### src/hw/rtl/utf8d_pkg.sv
// Shared types, widths and helpers for the UTF-8 stream decoder.
// No dependencies; imported by utf8d_core, utf8d_out_stage and the top level.
package utf8d_pkg;

  localparam int unsigned ByteW = 8;
  localparam int unsigned UnitW = 16;
  localparam int unsigned AccW  = 31;
  localparam int unsigned LenW  = 3;

  // Sequence lengths by lead byte class
  localparam logic [LenW-1:0] LenNone = 3'd0;
  localparam logic [LenW-1:0] Len2    = 3'd2;
  localparam logic [LenW-1:0] Len3    = 3'd3;
  localparam logic [LenW-1:0] Len4    = 3'd4;
  localparam logic [LenW-1:0] Len5    = 3'd5;
  localparam logic [LenW-1:0] Len6    = 3'd6;

  // One result item
  typedef struct packed {
    logic [UnitW-1:0] code_unit;
    logic             unit_valid;
    logic             end_of_string;
  } res_t;

  // Smallest legal value for a sequence of the given length (overlong check)
  function automatic logic [AccW-1:0] min_value(input logic [LenW-1:0] len);
    logic [AccW-1:0] m;
    m = '0;
    unique case (len)
      Len2:    m = AccW'(32'h0000_0080);
      Len3:    m = AccW'(32'h0000_0800);
      Len4:    m = AccW'(32'h0001_0000);
      Len5:    m = AccW'(32'h0020_0000);
      Len6:    m = AccW'(32'h0400_0000);
      default: m = '0;
    endcase
    return m;
  endfunction

endpackage

### src/hw/rtl/utf8d_core.sv
// Per-byte decode logic and sequence state (remaining count, length, accumulator).
// Depends on utf8d_pkg.
module utf8d_core (
  input  logic                      clk_i,
  input  logic                      rst_ni,
  input  logic                      step_i,
  input  logic [utf8d_pkg::ByteW-1:0] byte_i,
  input  logic                      last_i,
  output logic                      res_en_o,
  output utf8d_pkg::res_t           res_o
);
  import utf8d_pkg::*;

  logic [LenW-1:0]  rem_q, rem_d;
  logic [LenW-1:0]  len_q, len_d;
  logic [AccW-1:0]  acc_q, acc_d;
  logic             ended_q, ended_d;

  logic [AccW-1:0]  acc_shift;
  logic [LenW-1:0]  lead_len;
  logic [AccW-1:0]  lead_acc;
  logic [UnitW-1:0] unit;
  logic             vld;

  assign acc_shift = {acc_q[AccW-7:0], byte_i[5:0]};

  // Lead byte class: length and payload bits
  always_comb begin
    lead_len = LenNone;
    lead_acc = '0;
    if (byte_i < 8'hE0) begin
      lead_len = Len2;
      lead_acc = AccW'(byte_i[4:0]);
    end else if (byte_i < 8'hF0) begin
      lead_len = Len3;
      lead_acc = AccW'(byte_i[3:0]);
    end else if (byte_i < 8'hF8) begin
      lead_len = Len4;
      lead_acc = AccW'(byte_i[2:0]);
    end else if (byte_i < 8'hFC) begin
      lead_len = Len5;
      lead_acc = AccW'(byte_i[1:0]);
    end else if (byte_i < 8'hFE) begin
      lead_len = Len6;
      lead_acc = AccW'(byte_i[0]);
    end
  end

  // Next state and result for one byte
  always_comb begin
    rem_d    = rem_q;
    len_d    = len_q;
    acc_d    = acc_q;
    ended_d  = ended_q;
    res_en_o = 1'b0;
    res_o    = '0;
    unit     = '0;
    vld      = 1'b0;
    if (step_i) begin
      if (ended_q) begin
        // bytes after a zero byte are skipped up to the marked last one
        if (last_i) ended_d = 1'b0;
      end else if (byte_i == '0) begin
        rem_d    = '0;
        len_d    = '0;
        acc_d    = '0;
        ended_d  = !last_i;
        res_en_o = 1'b1;
        res_o.end_of_string = 1'b1;
      end else begin
        if (byte_i[7:6] == 2'b10) begin
          // continuation; stray ones are dropped
          if (rem_q != '0) begin
            acc_d = acc_shift;
            rem_d = rem_q - 1'b1;
            if (rem_q == LenW'(1)) begin
              vld   = (acc_shift >= min_value(len_q));
              unit  = vld ? acc_shift[UnitW-1:0] : '0;
              rem_d = '0;
              len_d = '0;
              acc_d = '0;
            end
          end
        end else if (!byte_i[7]) begin
          rem_d = '0;
          len_d = '0;
          acc_d = '0;
          vld   = 1'b1;
          unit  = UnitW'(byte_i);
        end else begin
          // new lead; invalid leads leave nothing pending
          len_d = lead_len;
          acc_d = lead_acc;
          rem_d = (lead_len != LenNone) ? lead_len - 1'b1 : '0;
        end
        if (last_i) begin
          rem_d    = '0;
          len_d    = '0;
          acc_d    = '0;
          res_en_o = 1'b1;
          res_o    = '{code_unit: unit, unit_valid: vld, end_of_string: 1'b1};
        end else if (vld) begin
          res_en_o = 1'b1;
          res_o    = '{code_unit: unit, unit_valid: 1'b1, end_of_string: 1'b0};
        end
      end
    end
  end

  // State registers
  always_ff @(posedge clk_i or negedge rst_ni) begin
    if (!rst_ni) begin
      rem_q   <= '0;
      len_q   <= '0;
      acc_q   <= '0;
      ended_q <= 1'b0;
    end else begin
      rem_q   <= rem_d;
      len_q   <= len_d;
      acc_q   <= acc_d;
      ended_q <= ended_d;
    end
  end

`ifndef SYNTH
  a_rem_lt_len: assert property (@(posedge clk_i) disable iff (!rst_ni)
    (rem_q != '0) |-> (rem_q < len_q))
    else $error("remaining count not below sequence length");

  a_ended_idle: assert property (@(posedge clk_i) disable iff (!rst_ni)
    ended_q |-> (rem_q == '0 && len_q == '0))
    else $error("sequence pending after end of string");

  a_res_meaning: assert property (@(posedge clk_i) disable iff (!rst_ni)
    res_en_o |-> (res_o.unit_valid || res_o.end_of_string))
    else $error("empty result produced");

  a_last_clears: assert property (@(posedge clk_i) disable iff (!rst_ni)
    (step_i && last_i) |=> (rem_q == '0 && len_q == '0 && !ended_q))
    else $error("state not idle after last byte");
`endif

endmodule

### src/hw/rtl/utf8d_out_stage.sv
// Result register with valid/ready handshake toward the receiver.
// Depends on utf8d_pkg.
module utf8d_out_stage (
  input  logic            clk_i,
  input  logic            rst_ni,
  input  logic            load_i,
  input  utf8d_pkg::res_t res_i,
  output logic            free_o,
  output logic            out_valid_o,
  input  logic            out_ready_i,
  output utf8d_pkg::res_t res_o
);
  import utf8d_pkg::*;

  logic valid_q;
  res_t res_q;

  // Room for a new result when empty or when the held one leaves now
  assign free_o      = !valid_q || out_ready_i;
  assign out_valid_o = valid_q;
  assign res_o       = res_q;

  always_ff @(posedge clk_i or negedge rst_ni) begin
    if (!rst_ni) begin
      valid_q <= 1'b0;
    end else if (free_o) begin
      valid_q <= load_i;
    end
  end

  // Payload, no reset
  always_ff @(posedge clk_i) begin
    if (free_o && load_i) begin
      res_q <= res_i;
    end
  end

endmodule

### src/hw/rtl/utf8_stream_decoder_unit.sv
// UTF-8 stream decoder, one byte per transfer in, one code unit per transfer out.
// Input channel: in_valid_i / in_ready_o with in_byte_i and last_byte_i.
// Output channel: out_valid_o / out_ready_i with code_unit_o, unit_valid_o and
// end_of_string_o. A byte yields zero or one result: ASCII bytes and completed
// 2..6 byte sequences give a code unit (low 16 bits of the code point);
// overlong, stray and invalid bytes give nothing; a zero byte or the byte
// flagged last gives a result with end_of_string_o set. After a zero byte,
// bytes are skipped until the one flagged last.
// Flow: a byte is held in the input register, is decoded by single pass
// logic and lands in the result register, from which the result leaves when
// out_ready_i is high. One byte is taken every cycle while the receiver keeps
// up; the input register and the result register together hold two items in
// flight.
// Stall: when out_ready_i is low with a result held, the decode step waits,
// the input register fills and in_ready_o drops; nothing is lost.
// Reset: rst_ni (async, active low) empties both registers and returns the
// decoder to idle with no sequence pending.
// Depends on utf8d_pkg, utf8d_core and utf8d_out_stage.
module utf8_stream_decoder_unit (
  input  logic                          clk_i,
  input  logic                          rst_ni,
  input  logic                          in_valid_i,
  output logic                          in_ready_o,
  input  logic [utf8d_pkg::ByteW-1:0]   in_byte_i,
  input  logic                          last_byte_i,
  output logic                          out_valid_o,
  input  logic                          out_ready_i,
  output logic [utf8d_pkg::UnitW-1:0]   code_unit_o,
  output logic                          unit_valid_o,
  output logic                          end_of_string_o
);
  import utf8d_pkg::*;

  logic             in_valid_q;
  logic [ByteW-1:0] in_byte_q;
  logic             in_last_q;
  logic             step;
  logic             free;
  logic             res_en;
  res_t             res;
  res_t             res_out;

  // Decode the held byte whenever the result register can take its outcome
  assign step       = in_valid_q && free;
  assign in_ready_o = !in_valid_q || free;

  // Input register
  always_ff @(posedge clk_i or negedge rst_ni) begin
    if (!rst_ni) begin
      in_valid_q <= 1'b0;
    end else if (in_ready_o) begin
      in_valid_q <= in_valid_i;
    end
  end

  always_ff @(posedge clk_i) begin
    if (in_ready_o && in_valid_i) begin
      in_byte_q <= in_byte_i;
      in_last_q <= last_byte_i;
    end
  end

  utf8d_core u_core (
    .clk_i    (clk_i),
    .rst_ni   (rst_ni),
    .step_i   (step),
    .byte_i   (in_byte_q),
    .last_i   (in_last_q),
    .res_en_o (res_en),
    .res_o    (res)
  );

  utf8d_out_stage u_out (
    .clk_i       (clk_i),
    .rst_ni      (rst_ni),
    .load_i      (step && res_en),
    .res_i       (res),
    .free_o      (free),
    .out_valid_o (out_valid_o),
    .out_ready_i (out_ready_i),
    .res_o       (res_out)
  );

  assign code_unit_o     = res_out.code_unit;
  assign unit_valid_o    = res_out.unit_valid;
  assign end_of_string_o = res_out.end_of_string;

`ifndef SYNTH
  a_unit_zero: assert property (@(posedge clk_i) disable iff (!rst_ni)
    (out_valid_o && !unit_valid_o) |-> (code_unit_o == '0))
    else $error("code unit nonzero without valid character");

  a_no_drop: assert property (@(posedge clk_i) disable iff (!rst_ni)
    (in_valid_q && !free) |=> in_valid_q)
    else $error("held byte lost while result stage full");

  a_ready_full: assert property (@(posedge clk_i) disable iff (!rst_ni)
    (out_valid_o && !out_ready_i && in_valid_q) |-> !in_ready_o)
    else $error("input taken with both registers full");
`endif

endmodule
### config.mk
export PLATFORM = sky130hd
export DESIGN_NAME = utf8_stream_decoder_unit
export DESIGN_NICKNAME = d
export VERILOG_FILES = /design/src/hw/rtl/utf8d_pkg.sv /design/src/hw/rtl/utf8d_core.sv /design/src/hw/rtl/utf8d_out_stage.sv /design/src/hw/rtl/utf8_stream_decoder_unit.sv
export SDC_FILE = /design/constraint.sdc
export NUM_CORES = 1
export LEC_CHECK = 0
export ABC_AREA = 1
export BUFFER_PORTS_ARGS = -buffer_cell sky130_fd_sc_hd__buf_2
export CELL_PAD_IN_SITES_DETAIL_PLACEMENT = 1
export CELL_PAD_IN_SITES_GLOBAL_PLACEMENT = 1
export CORE_MARGIN = 1.5
export CORE_UTILIZATION = 40
export DETAILED_ROUTE_END_ITERATION = 8
export GPL_ROUTABILITY_DRIVEN = 0
export PLACE_DENSITY = 0.73
export SLEW_MARGIN = 15
export SYNTH_ARGS = -nofsm -noshare
export SYNTH_HDL_FRONTEND = slang
export SYNTH_SLANG_ARGS = --single-unit
### constraint.sdc
create_clock -name clk_i -period 6.98 [get_ports clk_i]
set_input_delay 0.349 -clock clk_i [delete_from_list [all_inputs] [get_ports clk_i]]
set_output_delay 0.349 -clock clk_i [all_outputs]
set_load 0.02 [all_outputs]
=== Word-level counts from Yosys, hierarchy flattened ===
Cells that the tools add are included.

* Add/subtract/negate cells: 2
* $lt $le $gt $ge: 6
* Equal/unequal tests: 9
* Mux-type cells: 59
* Bitwise logic cells: 2
* Reduce and logical (&&, ||, !) cells: 16

{| class="wikitable"
|+ Operator list
! cell !! number
|-
| two-way mux 25 bit || 9
|-
| two-way mux 31 bit || 6
|-
| one-hot mux 27 bit (5 select lines) || 1
|-
| two-way mux 16 bit || 4
|-
| two-way mux 3 bit || 18
|-
| less-than comparator 8 bit (second input constant) || 5
|-
| two-way mux 18 bit || 2
|-
| >= comparator 31 bit || 1
|-
| two-way mux 1 bit || 17
|-
| == test 3 bit (second input constant) || 3
|-
| logical NOT 8 bit || 1
|-
| inequality test 4 x 3 -> 1 bit (second input constant) || 2
|-
| two-way mux 7 bit || 1
|-
| == test 3 x 2 -> 1 bit (second input constant) || 2
|-
| nonzero test 3 bit || 2
|-
| subtractor 3 x 1 -> 3 bit (second input constant) || 2
|-
| logical AND 1 bit || 4
|-
| AND reduction 4 bit || 1
|-
| == test 3 x 1 -> 1 bit (second input constant) || 1
|-
| logical NOT 1 bit || 3
|-
| AND reduction 3 bit || 1
|-
| OR reduction 3 bit || 1
|-
| == test 2 bit (second input constant) || 1
|-
| logical OR 1 bit || 2
|-
| 3 further kinds || 4
|}

* Flip-flop bits (word level): 61
* Bits of input ports: 13
* Output and inout port bits: 20

=== Longest topological paths before layout ===
Gate-level depths: netlist (run 1).

* Depth after elaboration: 22
* Gate-level depth with buffers: 14
* Mapped depth without buffers: 13

=== Cells and area by module ===
A second synthesis (run 1) with hierarchy kept.

* Cells, all modules: 341
* Area total of the unflattened synthesis: 3057.9 um^2

{| class="wikitable"
|+ Modules (own cells, without submodules)
! module !! instances !! cells an instance !! area each (um^2) !! sequential area each (um^2)
|-
| utf8d_core || 1 || 298 || 2139.6 || 800.8
|-
| utf8d_out_stage || 1 || 24 || 585.6 || 565.5
|-
| utf8_stream_decoder_unit || 1 || 19 || 332.8 || 295.3
|}

=== Worst setup path before layout (run 1) ===
Ideal clock, no wire load.

* Kind: register to register
* From: reg u_core.len_q[1]
* To: reg u_out.res_q, in the netlist u_out.res_o[0] (enable)
* Setup time: 0.373 ns
* Arrival time: 1.953 ns
* Required time: 6.607 ns
* Setup slack: 4.654 ns
* Stages on the path, launching flop included: 15
* Period minus slack after synthesis: 2.326 ns
* Cell sequence: dfrtp_1 -> inv_1 -> nand3_1 -> ha_1 -> nand2_1 -> nor2_1 -> inv_1 -> nor2_1 -> nand3_1 -> nand3_2 -> nand2_2 -> buf_6 -> nand3_2 -> nand2_1 -> inv_1

* Word-level cells in the longest chain between the ends: 22

{| class="wikitable"
|+ Ends and longest elaborated chain
! item !! line !! source
|-
| start, declared || utf8d_core.sv:15 || <nowiki>logic [LenW-1:0] len_q, len_d;</nowiki>
|-
| start signal, assigned || utf8d_core.sv:119 || <nowiki>len_q <= len_d;</nowiki>
|-
| == test 3 bit or == test 3 x 2 -> 1 bit (tied branches) || utf8d_pkg.sv:29 || <nowiki>unique case (len)</nowiki>
|-
| one-hot mux 27 bit (5 select lines) (*) || utf8d_pkg.sv:29 ||
|-
| two-way mux 31 bit (*) || utf8d_core.sv:76 || <nowiki>if (rem_q == LenW'(1)) begin</nowiki>
|-
| two-way mux 31 bit (*) || utf8d_core.sv:73 || <nowiki>if (rem_q != '0) begin</nowiki>
|-
| two-way mux 31 bit (*) || utf8d_core.sv:71 || <nowiki>if (byte_i[7:6] == 2'b10) begin</nowiki>
|-
| two-way mux 31 bit (*) || utf8d_core.sv:63 || <nowiki>end else if (byte_i == '0) begin</nowiki>
|-
| two-way mux 31 bit (*) || utf8d_core.sv:60 || <nowiki>if (ended_q) begin</nowiki>
|-
| two-way mux 31 bit (*) || utf8d_core.sv:59 || <nowiki>if (step_i) begin</nowiki>
|-
| [... 6 more ...] || n/a ||
|-
| two-way mux 1 bit (*) || utf8d_core.sv:59 ||
|-
| two-way mux 1 bit (*) || utf8d_core.sv:102 || <nowiki>end else if (vld) begin</nowiki>
|-
| two-way mux 1 bit (*) || utf8d_core.sv:96 || <nowiki>if (last_i) begin</nowiki>
|-
| two-way mux 1 bit (*) || utf8d_core.sv:63 ||
|-
| two-way mux 1 bit (*) || utf8d_core.sv:60 ||
|-
| two-way mux 1 bit (*) || utf8d_core.sv:59 ||
|-
| logical AND 1 bit (*) || utf8_stream_decoder_unit.sv:76 || <nowiki>.load_i (step && res_en),</nowiki>
|-
| logical AND 1 bit (*) || utf8d_out_stage.sv:33 || <nowiki>if (free_o && load_i) begin</nowiki>
|-
| end signal, assigned || utf8d_out_stage.sv:34 || <nowiki>res_q <= res_i;</nowiki>
|-
| end, declared || utf8d_out_stage.sv:16 || <nowiki>res_t res_q;</nowiki>
|}

Mark *: on every way between the ends. The rest lies on a longest branch, timed or not. The select of a mux whose other input is x is not followed.
A chain may end at the register's enable or synchronous reset.

=== Final worst setup path (run 1) ===
* From: reg u_core.len_q[0]
* To: reg u_out.res_q, in the netlist u_out.res_o[15] (enable)

Same word-level chain as after synthesis.

==> results.json, run 1 <==
{
  "clk_latency_ns": 0.35,
  "cts_tree": "built",
  "critPathCaptureType": "flip-flop",
  "syn_inst": 327,
  "grt_max_degree": 37,
  "synth-adder-area-share": 0.03366,
  "drtIter0Drc": 107,
  "crit_family": "simple AND/OR/NAND/NOR gates",
  "crit_path_max_incr_delay_ns": 0.51,
  "synth_top_family_by_area": "simple AND/OR/NAND/NOR gates",
  "p_per_area_mw_per_mm2": 278.4,
  "rows": 31,
  "ys_ff_latch": 61,
  "cp_cell_sequence": "inv_1 -> nand3_1 -> ha_1 -> nand2_1 -> nor3_1 -> nand2_1 -> nor2_1 -> nand2_1 -> nand3_2 -> nand2_2 -> nand3_2 -> nand2_1 -> inv_1",
  "final_cell_mix": "58 x nand2_1, 45 x inv_1, 34 x dfrtp_1, 33 x nand3_1, 32 x buf_2",
  "slew_headroom": 0.4051,
  "outcome": "finished, final reports clean",
  "fp.dieW_um": 89.23,
  "detail_route.first_pass.iterations": 4,
  "grt_usage": 0.2018,
  "synth-compound-area-share": 0.08330,
  "ant_nets": 0,
  "synthMuxAreaShare": 0,
  "synthSimpleGateAreaFrac": 0.2394,
  "syn_area_mm2": 0.002974,
  "worst_slew_pin_slew_ns": 0.8913,
  "skew_ns": 0.007194,
  "layout_commonest_cell": "nand2_1",
  "clk_pin_slew_worst_paths_ns": 0.07,
  "wire_per_inst_um": 15.11,
  "min_period_over_period": 0.3902,
  "start_util": 0.4122,
  "drv_slew": 0,
  "die_h_um": 89.23,
  "fmax_ghz": 0.3672,
  "yosysSeqAreaShare": 0.5587,
  "worstSetupPathType": "flip-flop to flip-flop",
  "vias": 2349,
  "grt_overflow": 0,
  "cts.path.max_buffers": 2,
  "route.detailed.drc": 0,
  "ys_types": 29,
  "wirelength_um": 7057,
  "cts_setup_buffers": 0,
  "yosys_warnings": 0,
  "path_buf_inv": 2,
  "diodes": 0,
  "antenna_found_initial": 0,
  "leakagePower_nw": 1.594,
  "vdd_drop_max_uv": 147.4,
  "setup_violations": 0,
  "rsz0062_at_grt": "false",
  "hold_violations": 0,
  "io_buffers": 32,
  "cts_max_level": 3,
  "avgSynthCellArea_um2": 9.095,
  "cpMostUsedCell": "nand2_1",
  "cts_buffers": 9,
  "cp.arrival_ns": 2.71,
  "syn_to_final_growth_pct": 15.36,
  "n_fill_cell": 867,
  "drive_above_1_share": 0.1929,
  "min_period_ns": 2.723,
  "cts-root-buf": "clkbuf_8",
  "core_area_mm2": 0.007214,
  "die_area_mm2": 0.007961,
  "setup-tns-final_ns": 0,
  "synth_xor_area_frac": 0.002945,
  "max_cap_viol_count": 0,
  "crit_path_max_fanout": 18,
  "slowest_stage": "inv_1",
  "dpl.hpwl_um": 5263,
  "via_per_inst": 5.030,
  "clock-sinks": 61,
  "power_mw": 0.9551,
  "synth_fp_nets": 348,
  "cp_data_required_time_ns": 6.97,
  "grt_pass1_vias": 2389,
  "boundaryPins": 33,
  "cp-start-kind": "flip-flop",
  "nets": 384,
  "grt_pass1_wl_um": 11740,
  "post_cts_resized": 0,
  "holdCritPathClass": "input pin to async pin",
  "cts_hold_buf": 0
}
==> cells in the mapped netlist <==
cell / number / area [um2]
a21oi_1: 5 / 25.02
nand3_1: 33 / 165.2
nand3_2: 3 / 30.03
nand4_1: 2 / 12.51
a31oi_1: 1 / 6.260
nor2_2: 2 / 12.51
or2_0: 1 / 6.260
buf_2: 4 / 20.02
inv_2: 5 / 18.77
edfxtp_1: 27 / 810.8
nand2_2: 4 / 25.02
o21ai_0: 8 / 40.04
ha_1: 8 / 100.1
o22ai_1: 4 / 25.02
nand2_4: 1 / 11.26
nand2_1: 58 / 217.7
nor2_4: 2 / 22.52
a21oi_2: 2 / 17.52
dfrtp_1: 34 / 850.8
inv_4: 1 / 6.260
o21ai_2: 1 / 8.760
nor3_1: 16 / 80.08
o21ai_1: 25 / 125.1
xnor2_1: 1 / 8.760
buf_4: 1 / 7.510
nor2_1: 29 / 108.9
nor3_2: 2 / 20.02
inv_1: 45 / 168.9
buf_6: 2 / 22.52
==> path summary, 6_finish.rpt <==
path                                        startpoint                       endpoint  slack, ns  depth (start not counted)
max                        u_core.len_q[0]$_DFFE_PN0P_  u_out.res_o[15]$_SDFFCE_PP0P_       4.26                         13
min                                             rst_ni   u_core.acc_q[23]$_DFFE_PN0P_       0.08                          1
max reg2reg                u_core.len_q[0]$_DFFE_PN0P_  u_out.res_o[15]$_SDFFCE_PP0P_       4.26                         13
min reg2reg                        in_last_q$_DFFE_PP_     u_core.ended_q$_DFFE_PN0P_       0.53                          1
max in group asynchronous                       rst_ni    u_core.rem_q[1]$_DFFE_PN0P_       6.40                          1
min in group clk_i                        in_byte_i[7]         in_byte_q[7]$_DFFE_PP_       0.16                          1
==> worst reg2reg max path, stage by stage, from the launching register on <==
cell and delay (ns):
dfrtp_1 0.41, inv_1 0.11, nand3_1 0.10, ha_1 0.34, nand2_1 0.07, nor3_1 0.12, nand2_1 0.06, nor2_1 0.12
nand2_1 0.08, nand3_2 0.09, nand2_2 0.15, nand3_2 0.10, nand2_1 0.08, inv_1 0.51
==> logic make-up (layout without fill, tap and decap cells) <==
family	Yosys count	in the layout
adders and majority gates	8	8
AOI/OAI and AO/OA	46	46
DFF	61	61
buffers and inverters	58	99
xor gates and xnor gates	1	1
and+or+nand+nor	153	153
==> report_power, final <==
part           internal [mW]  switching [mW]  total [mW]  leakage [nW]
combinational         0.0497           0.126       0.176         0.755
clock                  0.202           0.148       0.350         0.110
sequential             0.410          0.0187       0.429         0.729
total                  0.662           0.293       0.955          1.59
==> flip-flops by register name (all words and copies together), names as in the netlist <==
signal / flops
u_out.res_o: 18
u_core.rem_q: 3
u_out.out_valid_o: 1
u_core.len_q: 3
in_valid_q: 1
in_last_q: 1
u_core.acc_q: 25
u_core.ended_q: 1
in_byte_q: 8
==> through the flow <==
| stage | setup WS [ns] | hold WS (ns) | instances | area [um2] | utilization |
|---|---|---|---|---|---|
| 2_1_floorplan | 4.654 | 0.05341 | 327 | 2974 | - |
| 3_3_place_gp | 4.429 | 0.4703 | 451 | 3208 | 0.4447 |
| 3_5_place_dp | 4.270 | 0.4803 | 451 | 3208 | 0.4447 |
| 4_1_cts | 4.240 | 0.1049 | 467 | 3431 | 0.4755 |
| 5_1_grt | 3.931 | 0.1361 | 467 | 3431 | 0.4755 |
| 6_report | 4.257 | 0.07898 | 467 | 3431 | 0.4755 |
==> routing by layer <==
layer / wire length, um / global-route usage / up-vias
li1: - / - / 1153
met1: 3101 / 0.2407 / 1150
met2: 3573 / 0.3452 / 34
met3: 218 / 0.05817 / 12
met4: 163 / 0.07692 / 0
met5: 0 / 0 / -
==> area by class of cell <==
type	instances	area (um2)	share of cell area
clock buffer	9	123.9	0.03611
clock inverter	7	98.84	0.02881
inverter	51	193.9	0.05653
multi-input combinational	208	1069	0.3115
sequential	61	1662	0.4843
tap	99	123.9	0.03611
timing repair buffer	32	160.2	0.04668
Power figures use the tool's default switching activity.
==> run 2, diff against run 1 <==
- PLACE_DENSITY: 0.73 -> 0.76
- clock period: 6.98 -> 2.25 ns (I/O delays scaled with it)
==> run 2 against run 1 <==
Effect of this change:
- setup slack got worse by 4.2 ns
- sequential cell count unchanged
- critical path depth increased by 1
- cell count increased by 6.0%
- largest power group unchanged
- register-to-register slack got worse by 4.2 ns
- highest routed layer unchanged
- clock skew decreased by 0.00067 ns
==> results.json, run 2 (synthesis results as in run 1) <==
{
  "drtIter0Drc": 111,
  "largest_register": "u_core.acc_q",
  "grt_pass1_wl_um": 12590,
  "nets": 412,
  "diodes": 0,
  "dpl.hpwl_um": 5460,
  "setup-tns-final_ns": 0,
  "rows": 31,
  "start_util": 0.4122,
  "leakagePower_nw": 1.721,
  "grt_max_degree": 37,
  "cts_max_level": 3,
  "drive_above_1_share": 0.2601,
  "p_per_area_mw_per_mm2": 818.3,
  "die_area_mm2": 0.007961,
  "critPathCaptureType": "flip-flop",
  "largest_register_ffs": 25,
  "syn_to_final_growth_pct": 26.21,
  "fmax_ghz": 0.4532,
  "fp.dieW_um": 89.23,
  "grt_usage": 0.2143,
  "final_cell_mix": "57 x nand2_1, 41 x inv_1, 33 x dfrtp_1, 32 x buf_2, 30 x nand3_1",
  "cts.path.max_buffers": 2,
  "skew_ns": 0.006524,
  "clk_pin_slew_worst_paths_ns": 0.07,
  "min_period_ns": 2.207,
  "worst_slew_pin_slew_ns": 0.7915,
  "grt_pass1_vias": 2616,
  "place_inst": 459,
  "die_h_um": 89.23,
  "cp_data_required_time_ns": 2.31,
  "cp.arrival_ns": 2.27,
  "cts_tree": "built",
  "grt_overflow": 0,
  "clk_latency_ns": 0.35,
  "wirelength_um": 7829,
  "ant_nets": 0,
  "cts-root-buf": "clkbuf_8",
  "route.detailed.drc": 0,
  "min_period_over_period": 0.9807,
  "core_area_mm2": 0.007214,
  "post-route-util": 0.5203,
  "whs_ns": 0.03947,
  "via_per_inst": 4.954,
  "worstSetupPathType": "flip-flop to flip-flop",
  "outcome": "finished, final reports clean",
  "layout_commonest_cell": "nand2_1",
  "antenna_found_initial": 0,
  "io_buffers": 32,
  "vdd_drop_max_uv": 438.8,
  "holdCritPathClass": "input pin to flip-flop",
  "max_cap_viol_count": 0,
  "vias": 2452,
  "power_mw": 3.072,
  "detail_route.first_pass.iterations": 4,
  "cts_buffers": 9,
  "boundaryPins": 33,
  "crit_path_max_fanout": 8,
  "instances_no_fill": 495,
  "drv_slew": 0,
  "slew_headroom": 0.4723,
  "cp-start-kind": "flip-flop",
  "hold_violations": 0,
  "setup_violations": 0,
  "wire_per_inst_um": 15.82,
  "clock-sinks": 61,
  "rsz0062_at_grt": "true"
}
==> run 2: per-layer routing <==
layer / global-route usage / up-vias / wire length (um)
met2: 0.3759 / 42 / 3911
met1: 0.2611 / 1177 / 3505
met4: 0.06993 / 0 / 168
li1: - / 1217 / -
met5: 0 / - / 0
met3: 0.04801 / 16 / 243
==> run 2: stage by stage <==
stage	setup WS [ns]	instance area, um2
after floorplan	0.01263	2978
after global placement	-0.06670	3272
after detailed placement	-0.2066	3272
after CTS	0.01306	3635
after global routing	-0.1009	3754
final	0.04334	3754
==> run 2: timing repair <==
item | CTS | global route
buffers inserted | 2 | 7
hold endpoints to repair | 44 | 0
gates resized for setup | 4 | 16
hold buffers | 11 | 0
pin swaps | 0 | 3
endpoints found under the setup margin | 18 | 26
==> run 2: critical path, cell delays in order (launching register included) <==
cell	delay, ns
dfrtp_1	0.39
buf_4	0.14
nand3_1	0.08
ha_1	0.31
nand2_1	0.08
nor2_2	0.12
nand3_1	0.08
nor2_1	0.11
nand2_1	0.07
nand3_2	0.09
nand2_2	0.07
nand3_2	0.07
nand2_2	0.07
clkinvlp_4	0.10
buf_6	0.14
==> run 2: layout make-up <==
class / instances / area [um2]
fill: 862 / 3461
clock inverter: 6 / 87.58
inverter: 51 / 197.7
sequential: 61 / 1663
timing repair buffer: 60 / 412.9
tap: 99 / 123.9
clock buffer: 10 / 127.6
multi-input combinational: 208 / 1141
==> run 2: path summary, 6_finish.rpt <==
kind | startpoint | endpoint | slack, ns | depth (start not counted)
setup / recovery | u_core.len_q[0]$_DFFE_PN0P_ | u_out.res_o[12]$_SDFFCE_PP0P_ | 0.04 | 14
max in group asynchronous | rst_ni | u_core.len_q[2]$_DFFE_PN0P_ | 1.30 | 2
hold / removal | out_ready_i | u_out.out_valid_o$_DFFE_PN0P_ | 0.04 | 4
hold reg to reg | in_last_q$_DFFE_PP_ | u_core.ended_q$_DFFE_PN0P_ | 0.53 | 1
min in group asynchronous | rst_ni | u_core.acc_q[12]$_DFFE_PN0P_ | 0.40 | 2
setup reg to reg | u_core.len_q[0]$_DFFE_PN0P_ | u_out.res_o[12]$_SDFFCE_PP0P_ | 0.04 | 14
==> run 2: report_power, final <==
part	leakage [nW]	total (mW)	switching, mW	internal [mW]
Clock	0.0985	1.10	0.473	0.622
Combinational	0.895	0.647	0.428	0.220
Sequential	0.728	1.33	0.0580	1.27
Total	1.72	3.07	0.959	2.11
